File: src/aica_pkg.sv
// ----------------------------------------------------------------------------
// aica_pkg
// Shared constants, codes and helpers for the activator-inhibitor cell update
// block.
// ----------------------------------------------------------------------------
package aica_pkg;

  localparam int GRID_SIZE = 32;
  localparam int CELLS     = GRID_SIZE * GRID_SIZE;
  localparam int GRID_W    = $clog2(GRID_SIZE);
  localparam int ADDR_W    = $clog2(CELLS);

  localparam int COORD_W   = 5;   // row / col field width
  localparam int RAD_W     = 7;   // radius and distance width
  localparam int WEIGHT_W  = 16;
  localparam int CFG_W     = 16;
  localparam int CFG_IDX_W = 3;

  localparam int SUM_W     = ADDR_W + 1;
  localparam int SUM_OUT_W = 11;
  localparam int CLAMP_W   = (SUM_W > SUM_OUT_W) ? SUM_W : SUM_OUT_W;
  localparam int SUM_LIMIT = 1023;
  localparam int PROD_W    = WEIGHT_W + SUM_W;
  localparam int ACC_W     = PROD_W + 2;

  localparam logic signed [WEIGHT_W-1:0] NEAR_WEIGHT_RST = 16'sd256;
  localparam logic signed [WEIGHT_W-1:0] FAR_WEIGHT_RST  = -16'sd26;
  localparam logic signed [WEIGHT_W-1:0] BIAS_RST        = 16'sd0;
  localparam logic [RAD_W-1:0]           NEAR_RADIUS_RST = 7'd1;
  localparam logic [RAD_W-1:0]           FAR_RADIUS_RST  = 7'd5;

  typedef enum logic [1:0] {
    REQ_LOAD   = 2'd0,
    REQ_UPDATE = 2'd1,
    REQ_READ   = 2'd2
  } req_type_t;

  typedef enum logic [CFG_IDX_W-1:0] {
    CFG_NEAR_WEIGHT = 3'd0,
    CFG_FAR_WEIGHT  = 3'd1,
    CFG_BIAS        = 3'd2,
    CFG_NEAR_RADIUS = 3'd3,
    CFG_FAR_RADIUS  = 3'd4
  } cfg_index_t;

  // wrapped distance along one axis of the torus
  function automatic logic [RAD_W-1:0] axis_dist(input logic [RAD_W-1:0] a,
                                                 input logic [RAD_W-1:0] b);
    logic [RAD_W-1:0] d;
    d = (a > b) ? (a - b) : (b - a);
    if (d > RAD_W'(GRID_SIZE / 2)) d = RAD_W'(GRID_SIZE) - d;
    return d;
  endfunction

  function automatic logic signed [SUM_OUT_W-1:0] clamp_sum(
      input logic signed [SUM_W-1:0] s);
    logic signed [CLAMP_W-1:0] w;
    logic signed [CLAMP_W-1:0] lim;
    w   = CLAMP_W'(s);
    lim = CLAMP_W'(SUM_LIMIT);
    if (w > lim) w = lim;
    else if (w < -lim) w = -lim;
    return w[SUM_OUT_W-1:0];
  endfunction

endpackage

File: src/aica_ram.sv
// ----------------------------------------------------------------------------
// aica_ram
// Simple dual-port RAM: one write port, one read port, registered read data.
// ----------------------------------------------------------------------------
module aica_ram #(
  parameter int WIDTH = 1,
  parameter int DEPTH = 1024
) (
  input  logic                     clk,
  input  logic                     we,
  input  logic [$clog2(DEPTH)-1:0] waddr,
  input  logic [WIDTH-1:0]         wdata,
  input  logic [$clog2(DEPTH)-1:0] raddr,
  output logic [WIDTH-1:0]         rdata
);

  logic [WIDTH-1:0] mem [DEPTH];

  always_ff @(posedge clk) begin
    if (we) begin
      mem[waddr] <= wdata;
    end
    rdata <= mem[raddr];
  end

endmodule

File: src/aica_cell_update_top.sv
// ----------------------------------------------------------------------------
// aica_cell_update_top
// Activator-inhibitor cellular automaton cell engine. Loads, reads or updates
// one cell of a toroidal grid held in a 1-bit RAM.
// ----------------------------------------------------------------------------
//  channel   handshake                  payload
//  request   req_valid / req_stall      req_type, row, col, load_value
//  response  rsp_valid / rsp_stall      cell_value, flipped, near_sum, far_sum
//  config    cfg_we                     cfg_index, cfg_data
//
//  Load and off-grid items go straight to emit; reads pass through S_READ.
//  Update: sweep, drain, multiply, decide, emit; the sweep reads one cell per
//  cycle through the single RAM read port.
//  One item is in flight at a time; a finished response may wait in the
//  output register while the next item is accepted and worked on.
//  Reset clears control, presets config; the grid is undefined until loaded.
// ----------------------------------------------------------------------------
module aica_cell_update_top (
  input  logic                                  clk,
  input  logic                                  rst,

  input  logic                                  req_valid,
  output logic                                  req_stall,
  input  logic [1:0]                            req_type,
  input  logic [aica_pkg::COORD_W-1:0]          row,
  input  logic [aica_pkg::COORD_W-1:0]          col,
  input  logic                                  load_value,

  output logic                                  rsp_valid,
  input  logic                                  rsp_stall,
  output logic                                  cell_value,
  output logic                                  flipped,
  output logic signed [aica_pkg::SUM_OUT_W-1:0] near_sum,
  output logic signed [aica_pkg::SUM_OUT_W-1:0] far_sum,

  input  logic                                  cfg_we,
  input  logic [aica_pkg::CFG_IDX_W-1:0]        cfg_index,
  input  logic [aica_pkg::CFG_W-1:0]            cfg_data
);

  typedef enum logic [2:0] {
    S_IDLE,
    S_READ,
    S_SWEEP,
    S_DRAIN,
    S_MUL,
    S_DECIDE,
    S_EMIT
  } state_t;

  state_t state;

  // configuration
  logic signed [aica_pkg::WEIGHT_W-1:0] near_weight;
  logic signed [aica_pkg::WEIGHT_W-1:0] far_weight;
  logic signed [aica_pkg::WEIGHT_W-1:0] bias;
  logic [aica_pkg::RAD_W-1:0]           near_radius;
  logic [aica_pkg::RAD_W-1:0]           far_radius;

  // addressed cell
  logic [aica_pkg::GRID_W-1:0] self_r;
  logic [aica_pkg::GRID_W-1:0] self_c;
  logic [aica_pkg::ADDR_W-1:0] self_addr;

  // sweep
  logic [aica_pkg::GRID_W-1:0] sweep_r;
  logic [aica_pkg::GRID_W-1:0] sweep_c;
  logic [aica_pkg::ADDR_W-1:0] sweep_addr;
  logic                        acc_en;
  logic                        hit_near;
  logic                        hit_far;
  logic                        hit_self;
  logic signed [aica_pkg::SUM_W-1:0]  near_acc;
  logic signed [aica_pkg::SUM_W-1:0]  far_acc;
  logic                               old_cell;
  logic signed [aica_pkg::PROD_W-1:0] near_prod;
  logic signed [aica_pkg::PROD_W-1:0] far_prod;

  // pending response
  logic                                  res_cell;
  logic                                  res_flip;
  logic signed [aica_pkg::SUM_OUT_W-1:0] res_near;
  logic signed [aica_pkg::SUM_OUT_W-1:0] res_far;

  // RAM port
  logic                        mem_we;
  logic [aica_pkg::ADDR_W-1:0] mem_waddr;
  logic                        mem_wdata;
  logic [aica_pkg::ADDR_W-1:0] mem_raddr;
  logic                        rd_data;

  // request decode
  logic [aica_pkg::RAD_W-1:0]  row_ext;
  logic [aica_pkg::RAD_W-1:0]  col_ext;
  logic [aica_pkg::GRID_W-1:0] req_r;
  logic [aica_pkg::GRID_W-1:0] req_c;
  logic [aica_pkg::ADDR_W-1:0] req_addr;
  logic                        on_grid;
  logic                        accept;

  logic [aica_pkg::RAD_W-1:0]        cell_gap;
  logic                              is_near;
  logic                              is_far;
  logic                              is_self;
  logic                              sweep_last;
  logic signed [aica_pkg::SUM_W-1:0] cell_step;
  logic signed [aica_pkg::ACC_W-1:0] acc_sum;
  logic                              new_cell;
  logic                              slot_free;

  assign req_stall = (state != S_IDLE);
  assign accept    = req_valid && !req_stall;

  assign row_ext  = aica_pkg::RAD_W'(row);
  assign col_ext  = aica_pkg::RAD_W'(col);
  assign req_r    = row_ext[aica_pkg::GRID_W-1:0];
  assign req_c    = col_ext[aica_pkg::GRID_W-1:0];
  assign on_grid  = (row_ext < aica_pkg::RAD_W'(aica_pkg::GRID_SIZE)) &&
                    (col_ext < aica_pkg::RAD_W'(aica_pkg::GRID_SIZE));
  assign req_addr = aica_pkg::ADDR_W'(req_r) * aica_pkg::ADDR_W'(aica_pkg::GRID_SIZE) +
                    aica_pkg::ADDR_W'(req_c);

  assign cell_gap = aica_pkg::axis_dist(aica_pkg::RAD_W'(self_r), aica_pkg::RAD_W'(sweep_r)) +
                    aica_pkg::axis_dist(aica_pkg::RAD_W'(self_c), aica_pkg::RAD_W'(sweep_c));
  assign is_near    = cell_gap < near_radius;
  assign is_far     = !is_near && (cell_gap < far_radius);
  assign is_self    = (sweep_addr == self_addr);
  assign sweep_last = (sweep_addr == aica_pkg::ADDR_W'(aica_pkg::CELLS - 1));

  assign cell_step = rd_data ? aica_pkg::SUM_W'(1) : {aica_pkg::SUM_W{1'b1}};

  assign acc_sum  = aica_pkg::ACC_W'(bias) + aica_pkg::ACC_W'(near_prod) +
                    aica_pkg::ACC_W'(far_prod);
  assign new_cell = !acc_sum[aica_pkg::ACC_W-1];

  assign slot_free = !rsp_valid || !rsp_stall;

  always_comb begin
    mem_we    = 1'b0;
    mem_waddr = req_addr;
    mem_wdata = load_value;
    mem_raddr = sweep_addr;
    if (state == S_IDLE) begin
      mem_raddr = req_addr;
      if (accept && on_grid && (req_type == aica_pkg::REQ_LOAD)) mem_we = 1'b1;
    end else if (state == S_DECIDE) begin
      mem_we    = 1'b1;
      mem_waddr = self_addr;
      mem_wdata = new_cell;
    end
  end

  aica_ram #(
    .WIDTH (1),
    .DEPTH (aica_pkg::CELLS)
  ) u_grid (
    .clk   (clk),
    .we    (mem_we),
    .waddr (mem_waddr),
    .wdata (mem_wdata),
    .raddr (mem_raddr),
    .rdata (rd_data)
  );

  always_ff @(posedge clk) begin
    if (rst) begin
      state       <= S_IDLE;
      rsp_valid   <= 1'b0;
      acc_en      <= 1'b0;
      near_weight <= aica_pkg::NEAR_WEIGHT_RST;
      far_weight  <= aica_pkg::FAR_WEIGHT_RST;
      bias        <= aica_pkg::BIAS_RST;
      near_radius <= aica_pkg::NEAR_RADIUS_RST;
      far_radius  <= aica_pkg::FAR_RADIUS_RST;
    end else begin
      if (cfg_we) begin
        unique case (cfg_index)
          aica_pkg::CFG_NEAR_WEIGHT: near_weight <= cfg_data;
          aica_pkg::CFG_FAR_WEIGHT:  far_weight  <= cfg_data;
          aica_pkg::CFG_BIAS:        bias        <= cfg_data;
          aica_pkg::CFG_NEAR_RADIUS: near_radius <= cfg_data[aica_pkg::RAD_W-1:0];
          aica_pkg::CFG_FAR_RADIUS:  far_radius  <= cfg_data[aica_pkg::RAD_W-1:0];
          default: ;
        endcase
      end

      // S_EMIT below owns rsp_valid in its own state
      if (rsp_valid && !rsp_stall && (state != S_EMIT)) rsp_valid <= 1'b0;

      // read data comes back the cycle after its address; class bits follow it
      acc_en   <= (state == S_SWEEP);
      hit_near <= is_near;
      hit_far  <= is_far;
      hit_self <= is_self;
      if (acc_en) begin
        if (hit_self) old_cell <= rd_data;
        else if (hit_near) near_acc <= near_acc + cell_step;
        else if (hit_far) far_acc <= far_acc + cell_step;
      end

      unique case (state)
        S_IDLE: begin
          if (accept) begin
            self_r     <= req_r;
            self_c     <= req_c;
            self_addr  <= req_addr;
            sweep_r    <= '0;
            sweep_c    <= '0;
            sweep_addr <= '0;
            near_acc   <= '0;
            far_acc    <= '0;
            res_cell   <= 1'b0;
            res_flip   <= 1'b0;
            res_near   <= '0;
            res_far    <= '0;
            if (!on_grid) begin
              state <= S_EMIT;
            end else begin
              unique case (req_type)
                aica_pkg::REQ_LOAD: begin
                  res_cell <= load_value;
                  state    <= S_EMIT;
                end
                aica_pkg::REQ_UPDATE: state <= S_SWEEP;
                default:              state <= S_READ;  // reserved code reads
              endcase
            end
          end
        end
        S_READ: begin
          res_cell <= rd_data;
          state    <= S_EMIT;
        end
        S_SWEEP: begin
          sweep_addr <= sweep_addr + aica_pkg::ADDR_W'(1);
          if (sweep_c == aica_pkg::GRID_W'(aica_pkg::GRID_SIZE - 1)) begin
            sweep_c <= '0;
            sweep_r <= sweep_r + aica_pkg::GRID_W'(1);
          end else begin
            sweep_c <= sweep_c + aica_pkg::GRID_W'(1);
          end
          if (sweep_last) state <= S_DRAIN;
        end
        S_DRAIN: state <= S_MUL;
        S_MUL: begin
          near_prod <= aica_pkg::PROD_W'(near_weight) * aica_pkg::PROD_W'(near_acc);
          far_prod  <= aica_pkg::PROD_W'(far_weight) * aica_pkg::PROD_W'(far_acc);
          state     <= S_DECIDE;
        end
        S_DECIDE: begin
          res_cell <= new_cell;
          res_flip <= (new_cell != old_cell);
          res_near <= aica_pkg::clamp_sum(near_acc);
          res_far  <= aica_pkg::clamp_sum(far_acc);
          state    <= S_EMIT;
        end
        S_EMIT: begin
          if (slot_free) begin
            rsp_valid  <= 1'b1;
            cell_value <= res_cell;
            flipped    <= res_flip;
            near_sum   <= res_near;
            far_sum    <= res_far;
            state      <= S_IDLE;
          end
        end
        default: state <= S_IDLE;
      endcase
    end
  end

endmodule
File: config.mk
export PLATFORM = sky130hd
export DESIGN_NAME = aica_cell_update_top
export DESIGN_NICKNAME = d
export VERILOG_FILES = /design/src/aica_pkg.sv /design/src/aica_ram.sv /design/src/aica_cell_update_top.sv
export SDC_FILE = /design/constraint.sdc
export NUM_CORES = 2
export LEC_CHECK = 0
export BUFFER_PORTS_ARGS = -buffer_cell sky130_fd_sc_hd__buf_4
export CORE_UTILIZATION = 60
export CTS_CLUSTER_DIAMETER = 200
export DETAILED_ROUTE_END_ITERATION = 8
export PLACE_DENSITY_LB_ADDON = 0.3
export RECOVER_POWER = 100
export SLEW_MARGIN = 20
export SYNTH_ARGS = -nofsm -noshare
export SYNTH_HDL_FRONTEND = slang
export SYNTH_SLANG_ARGS = --single-unit
File: constraint.sdc
create_clock -name clk -period 70.8 [get_ports clk]
set_clock_uncertainty 0.15 [all_clocks]
set_input_delay 3.54 -clock clk [delete_from_list [all_inputs] [get_ports clk]]
set_output_delay 3.54 -clock clk [all_outputs]
set_load 0.05 [all_outputs]
Yosys cells after proc, flatten, opt, wreduce, memory -nomap -nowiden
Memories as Yosys holds them, arrays and structs flattened. A register that Yosys moved wholly into a read port is not among the register bits.
Index checks and enable logic that the tools add are counted.
{"block": "word_totals", "ff_bits": 235, "latch_bits": 0, "ramBits": 1024, "rom_bits": 0, "inputBits": 37, "output_inout_bits": 26, "wordCells": 171, "memories": 1}
{"block": "classes", "n_addsub": 15, "multipliers": 2, "div": 0, "magnitude_cmp": 12, "n_eq_ne": 20, "shifts": 0, "n_mux": 55, "bitwise_logic": 1, "reduce_logical": 35}
{"name": "u_grid.mem", "words": 1024, "width": 1, "rd": 1, "rd_ports_with_merged_regs": 1, "write_ports": 1, "line": "aica_ram.sv:17", "source": "logic [WIDTH-1:0] mem [DEPTH];"}
{"operator": "11-bit 2-to-1 mux", "count": 17}
{"operator": "16-bit by 11-bit multiplier with 27-bit output", "count": 2}
{"operator": "11-bit one-hot mux with 2 select lines", "count": 2}
{"operator": "10-bit 2-to-1 mux", "count": 4}
{"operator": "28-bit by 27-bit adder with 29-bit output", "count": 1}
{"operator": "16-bit by 27-bit adder with 28-bit output", "count": 1}
{"operator": "7-bit 2-to-1 mux", "count": 4}
{"operator": "5-bit by 5-bit subtractor with 6-bit output", "count": 4}
{"operator": "11-bit adder", "count": 2}
{"operator": "11-bit greater-than comparator, second input constant", "count": 2}
{"operator": "11-bit < comparator, second input constant", "count": 2}
{"operator": "3-bit AND reduction", "count": 7}
{"operator": "10-bit one-hot mux with 2 select lines", "count": 1}
{"operator": "5-bit one-hot mux with 2 select lines", "count": 2}
{"operator": "3-bit one-hot mux with 6 select lines", "count": 1}
{"operator": "5-bit 2-to-1 mux", "count": 3}
{"operator": "7-bit by 5-bit greater-than comparator with 1-bit output, second input constant", "count": 2}
{"operator": "7-bit < comparator", "count": 2}
{"operator": "1-bit 2-to-1 mux", "count": 14}
{"operator": "6-bit by 7-bit subtractor with 7-bit output, first input constant", "count": 2}
{"operator": "3-bit by 2-bit == test with 1-bit output, second input constant", "count": 4}
{"operator": "3-bit == test, second input constant", "count": 4}
{"operator": "5-bit by 6-bit < comparator with 1-bit output, second input constant", "count": 2}
{"operator": "3-bit 2-to-1 mux", "count": 4}
{"operator": "other kinds (28)", "count": 51}

Depth between registers and ports, before layout
{"block": "depth", "depth_word": 9, "mapped_depth": 27, "ltp_nobuf": 27}

Modules after synthesis
A second synthesis with hierarchy kept.
{"block": "hier_totals", "cells_unflattened": 5744, "hier_area_um2": 69670.6}
{"module": "aica_ram", "instances": 1, "cells_each": 3112, "area_each_um2": 44656.6}
{"module": "aica_cell_update_top", "instances": 1, "cells_each": 2632, "area_each_um2": 25014.0}

Worst setup path after synthesis
No wires, ideal clock.
{"block": "synth_timing", "kind": "reg-to-reg", "from": "register bias[15] (netlist name)", "to": "memory u_grid.mem[0], data pin", "setup_time_ns": 8.128, "t_arrival_ns": 41.962, "required_ns": 62.522, "path_slack_ns": 20.560, "stages_incl_launch_ff": 12, "cell_sequence": "dfxtp_1 -> fa_1 -> ha_1 -> a21o_1 -> a21o_1 -> a21o_1 -> a21oi_1 -> o21ai_0 -> or3_1 -> o22a_1 -> a21oi_1 -> o21ai_0"}
{"block": "synth_between", "elab_chain_cells": 5}
{"item": "start: declaration", "line": "aica_cell_update_top.sv:56", "source": "logic signed [aica_pkg::WEIGHT_W-1:0] bias;"}
{"item": "start signal: assignment", "line": "aica_cell_update_top.sv:172", "source": "bias <= aica_pkg::BIAS_RST;"}
{"item": "start signal: assignment", "line": "aica_cell_update_top.sv:180", "source": "aica_pkg::CFG_BIAS: bias <= cfg_data;"}
{"item": "16-bit by 27-bit adder with 28-bit output", "line": "aica_cell_update_top.sv:132", "source": "assign acc_sum = aica_pkg::ACC_W'(bias) + aica_pkg::ACC_W'(near_prod) +"}
{"item": "28-bit by 27-bit adder with 29-bit output", "line": "aica_cell_update_top.sv:132"}
{"item": "1-bit logical NOT", "line": "aica_cell_update_top.sv:134", "source": "assign new_cell = !acc_sum[aica_pkg::ACC_W-1];"}
{"item": "1-bit 2-to-1 mux", "line": "aica_cell_update_top.sv:146", "source": "end else if (state == S_DECIDE) begin"}
{"item": "1-bit 2-to-1 mux", "line": "aica_cell_update_top.sv:143", "source": "if (state == S_IDLE) begin"}
{"item": "named net mem_wdata", "line": "aica_cell_update_top.sv:88", "source": "logic mem_wdata;"}
{"item": "end: declaration", "line": "aica_ram.sv:17"}
The timed path passes the listed nets, and every way through them passes these cells.

Final worst setup path
{"block": "layout_timing", "from": "register bias[15] (netlist name)", "to": "memory u_grid.mem[207], data pin"}
Same word-level chain as after synthesis.

==> flow_summary_export.csv <==
group,metric,value,unit
sta,fmax,0.0549,GHz
clock_network,htree_levels,4,
floorplanning,die_height,345,um
sta,fin_tns_setup,0,ns
setup_path,arrival,17.99,ns
setup_path,cp.required,70.57,ns
synth,synth_most_common_cell,"nor2_1",
floorplanning,num_io_pins,63,
setup_path,ff2ff_path_depth,14,
power,p_leak,27.2,nW
sta,worstMarginPinSlew,9.97,ns
sta,drv_slew,2126,
setup_path,cp-endpoint,"u_grid.mem[207]$_DFFE_PP_",
global_routing,grt_antenna_before_repair,7,
clock_network,numCtsBuffers,132,
clock_network,clkTransAtPathRegs,0.06,ns
clock_network,postCtsSetupBuffers,0,
synth,syn_avg_cell_area,10.9,um2
sta,rsz0062_at_grt,"false",
place,place_area,72000,um2
drt,ant_nets,0,
setup_path,reg2reg_to,"u_grid.mem[207]$_DFFE_PP_",
drt,wl,200000,um
clock_network,clock_latency,0.77,ns
clock_network,cts-resized-gates,0,
synth,synth_top_cells_by_area,"edfxtp_1 50%, fa_1 10%, nor2_1 6.3%, nand2_1 4.8%, ha_1 3.6%",
floorplanning,rows,125,
synth,synth_nets,7113,
setup_path,endpoint_kind,"flop",
synth,ys_types,94,
global_routing,first_global_vias,49526,
setup_path,reg2reg_setup_slack,52.57,ns
place,post-dp-hpwl,120000,um
outcome,violations,"max-capacitance violations, max-slew violations",
synth,synth_warnings,0,
cells_and_area,final_nets,6936,
cells_and_area,final_util,65.2,%
power,power_density,40.2,nW/um2
cells_and_area,regArea,36900,um2
setup_path,critPathLaunch,"bias[15]$_SDFFE_PP0P_",
drt,wl_per_cell,25.1,um
synth,synthFlopType,"edfxtp_1",
setup_path,cp_max_fo,280,
clock_network,cts_tree,"built",
global_routing,grt_max_degree,281,
drt,routed_via_density,6.44,
drt,firstDrtPassIters,8,
synth,synth-edff-count,1182,
power,fin_total_pwr,3.05,mW
global_routing,grt_pass1_wl,302000,um
cells_and_area,nFillCells,8795,
sta,relSlewSlack,-565,%
synth,yosys-top-cells-count,"1191 x nor2_1, 1182 x edfxtp_1, 904 x nand2_1, 469 x inv_1, 357 x fa_1",
drt,drc_errors,0,
hold_path,worstHoldPathType,"flop to flop",
job,cap_violations,45,
cells_and_area,drive_gt1_share,6.47,%
drt,drt_iter0_drc,7653,
clock_network,root_buffer,"clkbuf_16",
cells_and_area,syn_to_final_growth,7.31,%
global_routing,overflow,0,
synth,ys_ff_latch,1250,
clock_network,clockBufferDepth,3,
hold_path,whs_path_depth,0,
clock_network,holdBufCountCts,0,
floorplanning,start_util,60.7,%
synth,yosysSeqAreaShare,52.1,%
synth,synth.cell_area,70800,um2
power,vdd_drop_max,0.0000999,V
setup_path,cp-start-kind,"flop",
floorplanning,fp.coreArea,117000,um2
global_routing,track_usage,33.5,%
sta,hold_violations,0,
clock_network,cts_sinks,1250,
synth,syn-instance-count,6514,
place,place_congestion,0.936,
floorplanning,fp.dieW,345,um
outcome,status,"finished, violations left",
sta,finalCritPeriodShare,25.7,%
cells_and_area,multi_input_area,30200,um2
synth,async_flop_share,0,%
place,io_buffers,62,
floorplanning,dieArea,119000,um2
drt,via_count,51342,
synth,synth_top_area_share,50.2,%
setup_path,critPathKind,"flop to flop",
sta,finalSetupViolCount,0,
cells_and_area,final_area,75900,um2
sta,finalCriticalPeriod,18.23,ns
setup_path,timing.rr.start,"bias[15]$_SDFFE_PP0P_",
synth,synth_top_area_cell,"edfxtp_1",
[state kept, by name, indices dropped and copies added (netlist names), 3 cells and up]
signal and count:
far_sum 11, sweep_addr 10, near_prod 27, self_c 4
far_weight 16, far_acc 11, near_acc 11, sweep_r 5
near_weight 16, far_prod 27, near_sum 11, far_radius 7
state 3, near_radius 7, self_r 5, res_far 11
u_grid.mem 1024, sweep_c 5, res_near 11, bias 16
[worst max-delay path, stage by stage (launching register included)]
cell,delay [ns]
dfxtp_1,0.95
fa_1,0.54
ha_1,0.31
a21o_1,0.12
a21o_1,0.10
a21o_1,0.10
a21oi_1,0.09
o21ai_0,0.28
or3_1,0.15
o22a_1,0.33
a21oi_1,0.19
o21ai_4,0.17
clkbuf_1,2.85
clkbuf_1,7.19
clkbuf_1,3.52
[routing by layer]
layer	GRT usage (%)	wire length, um	vias to the layer above
met5	0	72	-
met3	9.12	27900	604
met4	14.6	10100	12
li1	-	-	22004
met2	49.2	86800	3311
met1	47.0	75300	25411
[kinds of logic (layout without fill, tap and decap cells)]
family	after synthesis	count (layout)	share of synthesized area, %
AND/OR/NAND/NOR	2791	2791	17.1
flip-flops	1250	1250	52.1
buffers and inverters	938	867	5.39
AO/OA/AOI/OAI	743	743	7.23
adder cells (fa/ha/maj)	562	562	13.7
multiplexers	143	143	3.35
XOR/XNOR	87	87	1.08
other	0	1	0
[worst min path at each step]
stage,end,start,slack (ns)
3_3_place_gp,far_sum[3]$_DFFE_PP_,res_far[3]$_SDFFCE_PN0P_,0.25
4_1_cts,far_sum[4]$_DFFE_PP_,res_far[4]$_SDFFCE_PN0P_,0.26
5_1_grt,far_sum[4]$_DFFE_PP_,res_far[4]$_SDFFCE_PN0P_,0.27
3_5_place_dp,far_sum[4]$_DFFE_PP_,res_far[4]$_SDFFCE_PN0P_,0.26
6_report,far_sum[4]$_DFFE_PP_,res_far[4]$_SDFFCE_PN0P_,0.26
2_1_floorplan,cell_value$_DFFE_PP_,res_cell$_DFFE_PP_,0.25
[placed cells by master, fill, tap and decap left out, types with 67 or more instances in the layout]
cell type / count
ha_1: 205
nand3_1: 148
edfxtp_1: 1182
nand2_1: 871
mux4_2: 73
and2_1: 152
a31oi_1: 110
o21ai_0: 78
inv_1: 470
dfxtp_1: 68
nor2_1: 1183
buf_4: 67
clkbuf_16: 134
fa_1: 357
and3_1: 144
a211oi_1: 111
clkbuf_1: 123
xnor2_1: 69
a21oi_1: 152
[layout make-up]
class	instances	share of cell area, %
antenna	1	0.00330
clock inverter	67	0.994
timing repair buffer	156	1.17
multi-input combinational	4326	39.8
inverter	471	2.33
tap	1524	2.51
clock buffer	173	4.63
sequential	1250	48.5
[per-stage QoR]
stage | instances | setup WS (ns) | hold WS (ns)
finish | 7968 | 52.57 | 0.264
global route | 7967 | 51.27 | 0.267
detailed placement | 7727 | 62.49 | 0.255
floorplan | 6514 | 20.56 | 0.250
global placement | 7727 | 62.60 | 0.252
CTS | 7967 | 63.25 | 0.265
[where the power goes]
part | internal, mW | switching [mW] | total (mW)
Clock | 0.386 | 0.302 | 0.688
Sequential | 0.891 | 0.0224 | 0.914
Combinational | 0.549 | 0.898 | 1.45
Total | 1.83 | 1.22 | 3.05
Power figures use the tool's default switching activity.
